`src/rtl/multichannel_occupancy_detector_assert.svh`:
```
// Assertion macros for the occupancy detector.
`ifndef MULTICHANNEL_OCCUPANCY_DETECTOR_ASSERT_SVH
`define MULTICHANNEL_OCCUPANCY_DETECTOR_ASSERT_SVH

`ifndef SYNTHESIS
`define MOCC_ASSERT(lbl, clk, rstn, prop, msg) \
    lbl: assert property (@(posedge clk) disable iff (!rstn) prop) else $error(msg);
`define MOCC_ASSERT_IMP(lbl, clk, rstn, ante, cons, msg) \
    lbl: assert property (@(posedge clk) disable iff (!rstn) (ante) |-> (cons)) else $error(msg);
`else
`define MOCC_ASSERT(lbl, clk, rstn, prop, msg)
`define MOCC_ASSERT_IMP(lbl, clk, rstn, ante, cons, msg)
`endif

`endif

```
`src/rtl/mocc_pkg.sv`:
```
// Package: constants and types of the occupancy detector.
`timescale 1ns / 1ps
package mocc_pkg;

    localparam int MAX_CHANNELS = 24;
    localparam int MIN_CHANNELS = 8;
    localparam int IDX_W        = $clog2(MAX_CHANNELS);
    localparam int CHAN_W       = 5;
    localparam int CNT_W        = 8;
    localparam int CFG_IDX_W    = 2;
    localparam int CFG_DATA_W   = 8;

    localparam logic [CHAN_W-1:0] RESET_CHANNEL_COUNT = CHAN_W'(18);
    localparam logic [CNT_W-1:0]  RESET_WINDOW_LIMIT  = CNT_W'(50);
    localparam logic [CNT_W-1:0]  RESET_HIGH_LIMIT    = CNT_W'(45);

    localparam logic [CFG_IDX_W-1:0] CFG_CHANNEL_COUNT = CFG_IDX_W'(0);
    localparam logic [CFG_IDX_W-1:0] CFG_WINDOW_LIMIT  = CFG_IDX_W'(1);
    localparam logic [CFG_IDX_W-1:0] CFG_HIGH_LIMIT    = CFG_IDX_W'(2);

    typedef struct packed {
        logic             occupied;
        logic [CNT_W-1:0] high_count;
        logic [CNT_W-1:0] tick_count;
    } t_chan_state;

endpackage

```
`src/rtl/multichannel_occupancy_detector.sv`:
```
// Top level: round-robin occupancy detector with per-channel state in a memory.
`timescale 1ns / 1ps
`include "multichannel_occupancy_detector_assert.svh"

// Takes one sample per cycle unless the output stalls, and returns one result transaction
// per sample: the accepting edge reads the scanned channel's counts from the state memory;
// when stage 1 advances, it updates them, writes them back and loads the output register.
// A full output register that is not taken stalls the pipeline. Channels are scanned
// in order and wrap at channel_count; each channel keeps a valid bit that reset clears,
// so all counts and occupancy read as zero after reset with no clearing pass.
module multichannel_occupancy_detector
    import mocc_pkg::*;
(
    input  logic                  i_clk,
    input  logic                  i_rst_n,
    input  logic                  i_in_valid,
    output logic                  o_in_ready,
    input  logic                  i_sample_high,
    output logic                  o_out_valid,
    input  logic                  i_out_ready,
    output logic [CHAN_W-1:0]     o_scanned_channel,
    output logic                  o_event_valid,
    output logic                  o_now_occupied,
    input  logic                  i_cfg_we,
    input  logic [CFG_IDX_W-1:0]  i_cfg_index,
    input  logic [CFG_DATA_W-1:0] i_cfg_data
);

    // configuration
    logic [CHAN_W-1:0] r_channel_count;
    logic [CNT_W-1:0]  r_window_limit;
    logic [CNT_W-1:0]  r_high_limit;
    logic [CHAN_W-1:0] cfg_count;

    assign cfg_count = i_cfg_data[CHAN_W-1:0];

    always_ff @(posedge i_clk) begin
        if (!i_rst_n) begin
            r_channel_count <= RESET_CHANNEL_COUNT;
            r_window_limit  <= RESET_WINDOW_LIMIT;
            r_high_limit    <= RESET_HIGH_LIMIT;
        end else if (i_cfg_we) begin
            unique case (i_cfg_index)
                CFG_CHANNEL_COUNT: begin
                    if (cfg_count >= CHAN_W'(MIN_CHANNELS) &&
                        cfg_count <= CHAN_W'(MAX_CHANNELS)) begin
                        r_channel_count <= cfg_count;
                    end
                end
                CFG_WINDOW_LIMIT: r_window_limit <= i_cfg_data[CNT_W-1:0];
                CFG_HIGH_LIMIT:   r_high_limit   <= i_cfg_data[CNT_W-1:0];
                default: ;
            endcase
        end
    end

    // handshake and pipeline control
    logic             r_s1_valid;
    logic [IDX_W-1:0] r_s1_ch;
    logic             r_s1_sample;
    logic             r_out_valid;
    logic             s1_adv;
    logic             in_accept;

    assign s1_adv     = !r_out_valid || i_out_ready;
    assign o_in_ready = !r_s1_valid || s1_adv;
    assign in_accept  = i_in_valid && o_in_ready;

    // scan index
    logic [IDX_W-1:0]  r_scan_idx;
    logic [IDX_W:0]    scan_next_w;
    logic [IDX_W-1:0]  n_scan_idx;

    always_comb begin
        scan_next_w = {1'b0, r_scan_idx} + (IDX_W+1)'(1);
        if ((IDX_W+1)'(scan_next_w) >= (IDX_W+1)'(r_channel_count) ||
            scan_next_w >= (IDX_W+1)'(MAX_CHANNELS)) begin
            n_scan_idx = '0;
        end else begin
            n_scan_idx = scan_next_w[IDX_W-1:0];
        end
    end

    always_ff @(posedge i_clk) begin
        if (!i_rst_n) begin
            r_scan_idx <= '0;
        end else if (in_accept) begin
            r_scan_idx <= n_scan_idx;
        end
    end

    // state memory, registered read
    t_chan_state      r_mem [MAX_CHANNELS];
    t_chan_state      r_rd_data;
    logic [MAX_CHANNELS-1:0] r_mem_vld;
    logic             mem_we;
    t_chan_state      wr_data;

    assign mem_we = r_s1_valid && s1_adv;

    always_ff @(posedge i_clk) begin
        if (mem_we) begin
            r_mem[r_s1_ch] <= wr_data;
        end
        if (in_accept) begin
            r_rd_data <= r_mem[r_scan_idx];
        end
    end

    always_ff @(posedge i_clk) begin
        if (!i_rst_n) begin
            r_mem_vld <= '0;
        end else if (mem_we) begin
            r_mem_vld[r_s1_ch] <= 1'b1;
        end
    end

    always_ff @(posedge i_clk) begin
        if (!i_rst_n) begin
            r_s1_valid <= 1'b0;
        end else if (in_accept) begin
            r_s1_valid <= 1'b1;
        end else if (s1_adv) begin
            r_s1_valid <= 1'b0;
        end
    end

    always_ff @(posedge i_clk) begin
        if (in_accept) begin
            r_s1_ch     <= r_scan_idx;
            r_s1_sample <= i_sample_high;
        end
    end

    // update: bump counts, close window, judge occupancy
    t_chan_state      cur;
    logic [CNT_W-1:0] tick_inc;
    logic [CNT_W-1:0] high_inc;
    logic             win_close;
    logic             judged;
    logic             n_event;

    always_comb begin
        cur       = r_mem_vld[r_s1_ch] ? r_rd_data : '0;
        tick_inc  = cur.tick_count + CNT_W'(1);
        high_inc  = cur.high_count + CNT_W'(r_s1_sample);
        win_close = tick_inc > r_window_limit;
        judged    = (high_inc != '0) && (high_inc < r_high_limit);
        n_event   = win_close && (judged != cur.occupied);
        wr_data.occupied   = win_close ? judged : cur.occupied;
        wr_data.tick_count = win_close ? '0 : tick_inc;
        wr_data.high_count = win_close ? '0 : high_inc;
    end

    // output register
    logic [CHAN_W-1:0] r_out_ch;
    logic              r_out_event;
    logic              r_out_occ;

    always_ff @(posedge i_clk) begin
        if (!i_rst_n) begin
            r_out_valid <= 1'b0;
        end else if (s1_adv) begin
            r_out_valid <= r_s1_valid;
        end
    end

    always_ff @(posedge i_clk) begin
        if (mem_we) begin
            r_out_ch    <= CHAN_W'(r_s1_ch);
            r_out_event <= n_event;
            r_out_occ   <= wr_data.occupied;
        end
    end

    assign o_out_valid       = r_out_valid;
    assign o_scanned_channel = r_out_ch;
    assign o_event_valid     = r_out_event;
    assign o_now_occupied    = r_out_occ;

    // consecutive ticks never touch the same channel, so no forwarding path exists
    `MOCC_ASSERT_IMP(a_no_rw_collision, i_clk, i_rst_n, mem_we && in_accept,
        r_s1_ch != r_scan_idx, "read and write-back hit the same channel")
    `MOCC_ASSERT(a_scan_in_range, i_clk, i_rst_n,
        (IDX_W+1)'(r_scan_idx) < (IDX_W+1)'(MAX_CHANNELS), "scan index out of range")
    `MOCC_ASSERT_IMP(a_wb_marks_valid, i_clk, i_rst_n, $past(mem_we),
        r_mem_vld[$past(r_s1_ch)], "written channel not marked valid")
    `MOCC_ASSERT_IMP(a_wb_loads_output, i_clk, i_rst_n, mem_we,
        ##1 o_out_valid, "write-back without a result")

endmodule
```
`config.mk`:
```
export PLATFORM = sky130hd
export DESIGN_NAME = multichannel_occupancy_detector
export DESIGN_NICKNAME = d
export VERILOG_FILES = /design/src/rtl/mocc_pkg.sv /design/src/rtl/multichannel_occupancy_detector.sv
export VERILOG_INCLUDE_DIRS = /design/src /design/src/rtl
export SDC_FILE = /design/constraint.sdc
export NUM_CORES = 1
export LEC_CHECK = 0
export ABC_AREA = 1
export ABC_CLOCK_PERIOD_IN_PS = 5600
export CAP_MARGIN = 20
export CORE_ASPECT_RATIO = 1.75
export CORE_MARGIN = 2
export CORE_UTILIZATION = 40
export CTS_CLUSTER_DIAMETER = 60
export DETAILED_ROUTE_END_ITERATION = 8
export DONT_BUFFER_PORTS = 1
export GPL_TIMING_DRIVEN = 0
export MAX_ROUTING_LAYER = met4
export SYNTH_ARGS = -nofsm -noshare
export SYNTH_HDL_FRONTEND = slang
export SYNTH_SLANG_ARGS = --single-unit
export TNS_END_PERCENT = 5
```
`constraint.sdc`:
```
create_clock -name i_clk -period 5.6 [get_ports i_clk]
set_input_delay 0.84 -clock i_clk [delete_from_list [all_inputs] [get_ports i_clk]]
set_output_delay 0.84 -clock i_clk [all_outputs]
set_load 0.03 [all_outputs]
```
==> summary.md <==
| Metric | Value |
|---|---|
| Drt drc | `0` |
| Initial DRT Pass Iterations | `5` |
| Mapped cell area | `0.0199 mm^2` |
| Crit path max fanout | `16` |
| Type of origin of the critical path | `register` |
| Peak VDD IR | `0.000206 V` |
| Die area | `0.0515 mm^2` |
| Slew Limit Headroom | `37.8%` |
| Req. time, crit path | `about 6000 ps` |
| Post-synthesis area per instance | `12.0 um^2` |
| Tightest Hold Check Type | `primary input to register` |
| Power Dens Cells | `around 330 mW/mm^2` |
| Final critical-path share of the clock period | `just over 90%` |
| Min Tclk post-route | `5210 ps` |
| CP peak stage delay | `800 ps` |
| CTS tree | `done` |
| Kind of critical path | `register to register` |
| Ant diodes | `0` |
| Logic pwr share | `7.4%` |
| Chip Height | `between 200 and 300 um` |
| 1st-iter DRT viols | `1,547` |
| Worst reg2reg path startpoint | `r_s1_ch[1]$_DFFE_PP_` |
| Worst-path clk slew | `60 ps` |
| Die X | `172 um` |
| Initial Util | `40.3%` |
| Post-synth top area share | `between 60% and 70%` |
| CTS Root Cell | `clkbuf_16` |
| Setup slack after layout | `390 ps` |
| Yosys warning count | `0` |
| FFs w/ async S/R, synth | `0%` |
| Slowest CP cell | `nor2_2` |
| CTS max path bufs | `3` |
| Final layout net count | `1,779` |
| Worst setup EP type | `register` |
| Largest net degree at the start of global routing | `25` |
| Syn Nets | `1,692` |
| Routed length per instance | `roughly 25 um` |
| P&R area growth vs syn | `15.3%` |
| Ranking of synthesized cells by area | `edfxtp_1 66%, o21ai_0 6.4%, nor2_1 6.0%` |
| Layout cells sized above 1 | `9.70%` |
| Routed WL | `61,800 um` |
| CTS Sinks | `490` |
| Critical path origin | `r_s1_ch[1]$_DFFE_PP_` |
| Total number of vias | `13,700` |
| Peak Freq | `0.192 GHz` |
| Ys flop type | `edfxtp_1` |
| Unrepaired setup endpoints after global routing | `no` |
| Latest clock arrival within the worst-skew pair | `570 ps` |
| Site row count | `108` |
| Gr ovfl total | `0` |
| EDFF count, synth | `438` |
| Pleak | `8.18 nW` |
| Clock Power Share | `roughly 39%` |
| Core box area | `0.0493 mm^2` |
| Crit path DAT | `around 5600 ps` |
| Cell count after synthesis | `between 1,500 and 2,000` |
| CTS buffer count | `45` |
| Routed Antenna Nets | `0` |
| Initial antenna violation count | `1` |
| Via density | `5.64` |
| Endpoints failing hold | `0` |
| Routability Congestion | `0.951` |
| Synth area leader | `edfxtp_1` |
| H-tree level count | `2` |
| Switching fraction of total power | `between 20% and 30%` |
| Final Max Slew Viols | `0` |
| Total power | `7.49 mW` |
| Sequential Power Share | `53.6%` |
| Tot GR Track Use | `24.8%` |
| Pint | `5.69 mW` |
| FF+latch count, synth | `490` |
| Cell variety after synth | `36` |
| Hold Crit Start | `i_sample_high` |
| Max-cap violations | `0` |
| Port Buffer Count | `0` |
| Pin slew with the least headroom to its limit | `931 ps` |
| Detailed placer's ending HPWL | `between 40,000 and 50,000 um` |
| Setup violations, final | `0` |
| First-pass GRT wire length | `88,900 um` |
| P_sw | `1.80 mW` |
| # IOs | `25` |
| Outcome | `finished, final reports clean` |
| Pre-CTS WS | `-84.2 ps` |
| Sequential share of the synthesized area | `71.5%` |
| Vias in the first global route | `roughly 13,000` |
| Clock Skew | `31.8 ps` |
-- Yosys cell counts, types with 4 or more instances --
| cell | instances |
|---|---|
| clkbuf_1 | 85 |
| ha_1 | 24 |
| buf_1 | 5 |
| o22ai_1 | 27 |
| nand4_1 | 5 |
| xor2_1 | 4 |
| edfxtp_1 | 438 |
| a21oi_1 | 28 |
| dfxtp_1 | 52 |
| o221ai_1 | 75 |
| o211ai_1 | 19 |
| nor3_1 | 9 |
| o21ai_1 | 7 |
| inv_2 | 8 |
| nand2_1 | 151 |
| o21ai_0 | 255 |
| inv_1 | 70 |
| nor2_1 | 319 |
| nand3_1 | 43 |
-- power groups by stage --
| stage | logic (mW) | registers, mW | clock network, mW |
|---|---|---|---|
| 2_1_floorplan | 0.298 | 4.08 | 0 |
| 3_3_place_gp | 0.513 | 4.10 | 0 |
| 3_5_place_dp | 0.537 | 4.09 | 0 |
| 4_1_cts | 0.539 | 4.02 | 2.93 |
| 5_1_grt | 0.592 | 4.02 | 3.07 |
| 6_report | 0.555 | 4.02 | 2.92 |
-- metal layers --
layer	global-route usage, %	share of wire, %	vias up
met2	42.5	52	618
met5	-	0	-
li1	-	-	6170
met1	27.4	35	6755
met3	2.91	6.4	176
met4	14.8	6.9	0
-- per-stage QoR --
step                      instance area [um^2]  cells  util [%]  TNS [ps]  hold WS [ps]
after floorplan                          19900   1652         -         0           421
after global placement                   20700   2312      41.9   -157540           450
after detailed placement                 21500   2352      43.6     -2370           453
after CTS                                22900   2434      46.4         0           367
after global routing                     22900   2434      46.4         0           367
final                                    22900   2434      46.4         0           382
-- worst max-delay path: cells and delay by family (launching register included) --
kind / cells / cell delay [ps]
xor+xnor: 1 / 250
flops: 1 / 460
buf+inv: 8 / 1350
fa+ha+maj: 2 / 470
simple gates: 16 / 2470
-- worst paths after layout --
check                                               endpoint  slack [ps]  depth (start not counted)
worst max-delay path                  r_mem[12][6]$_DFFE_PP_         390                         27
worst min-delay path                   r_s1_sample$_DFFE_PP_         380                          0
worst max register to register        r_mem[12][6]$_DFFE_PP_         390                         27
worst min register to register  r_high_limit[4]$_SDFFE_PN0P_         460                          2
-- repair_timing --
item	4_1_cts	5_1_grt
setup buffers	0	0
resized for setup	1	3
endpoints found under the setup margin	108	237
hold buffers	0	0
-- cell families (layout without fill, tap and decap cells) --
| family | count (synthesis) | after routing | share of synthesized area [%] |
|---|---|---|---|
| compound gates | 418 | 418 | 12.5 |
| xor+xnor | 8 | 8 | 0.391 |
| fa+ha+maj | 24 | 24 | 1.51 |
| buf+inv | 178 | 300 | 3.52 |
| flops | 490 | 490 | 71.5 |
| simple gates | 534 | 534 | 10.6 |
-- layout make-up --
type,count,area (um^2)
inverters,81,304
clock buffers,55,1190
plain buffers,97,395
clock inverters,27,171
multi-input cells,984,5090
well taps,660,826
flip-flops and latches,490,14200
fillers,4410,26400
repair buffers,40,714
-- sequential cells by signal, summed over array words and instances (netlist names) --
signal,cells
r_window_limit,8
r_scan_idx,5
o_out_valid,1
r_s1_valid,1
r_high_limit,8
r_mem,408
r_s1_sample,1
o_now_occupied,1
r_mem_vld,24
r_rd_data,17
o_scanned_channel,5
o_event_valid,1
r_channel_count,5
r_s1_ch,5
-- cells in the final DEF, fill, tap and decap left out, drive strengths merged, types with 9 or more instances in the layout --
cell,n
edfxtp,438
inv,81
nand3,44
ha,24
nand2,153
o221ai,75
o22ai,27
o21ai,262
dfxtp,52
a21oi,28
nor3,9
buf,52
nor2,323
clkbuf,140
o211ai,19
clkinv,25
No activity file was read; power rests on OpenSTA's default activity.
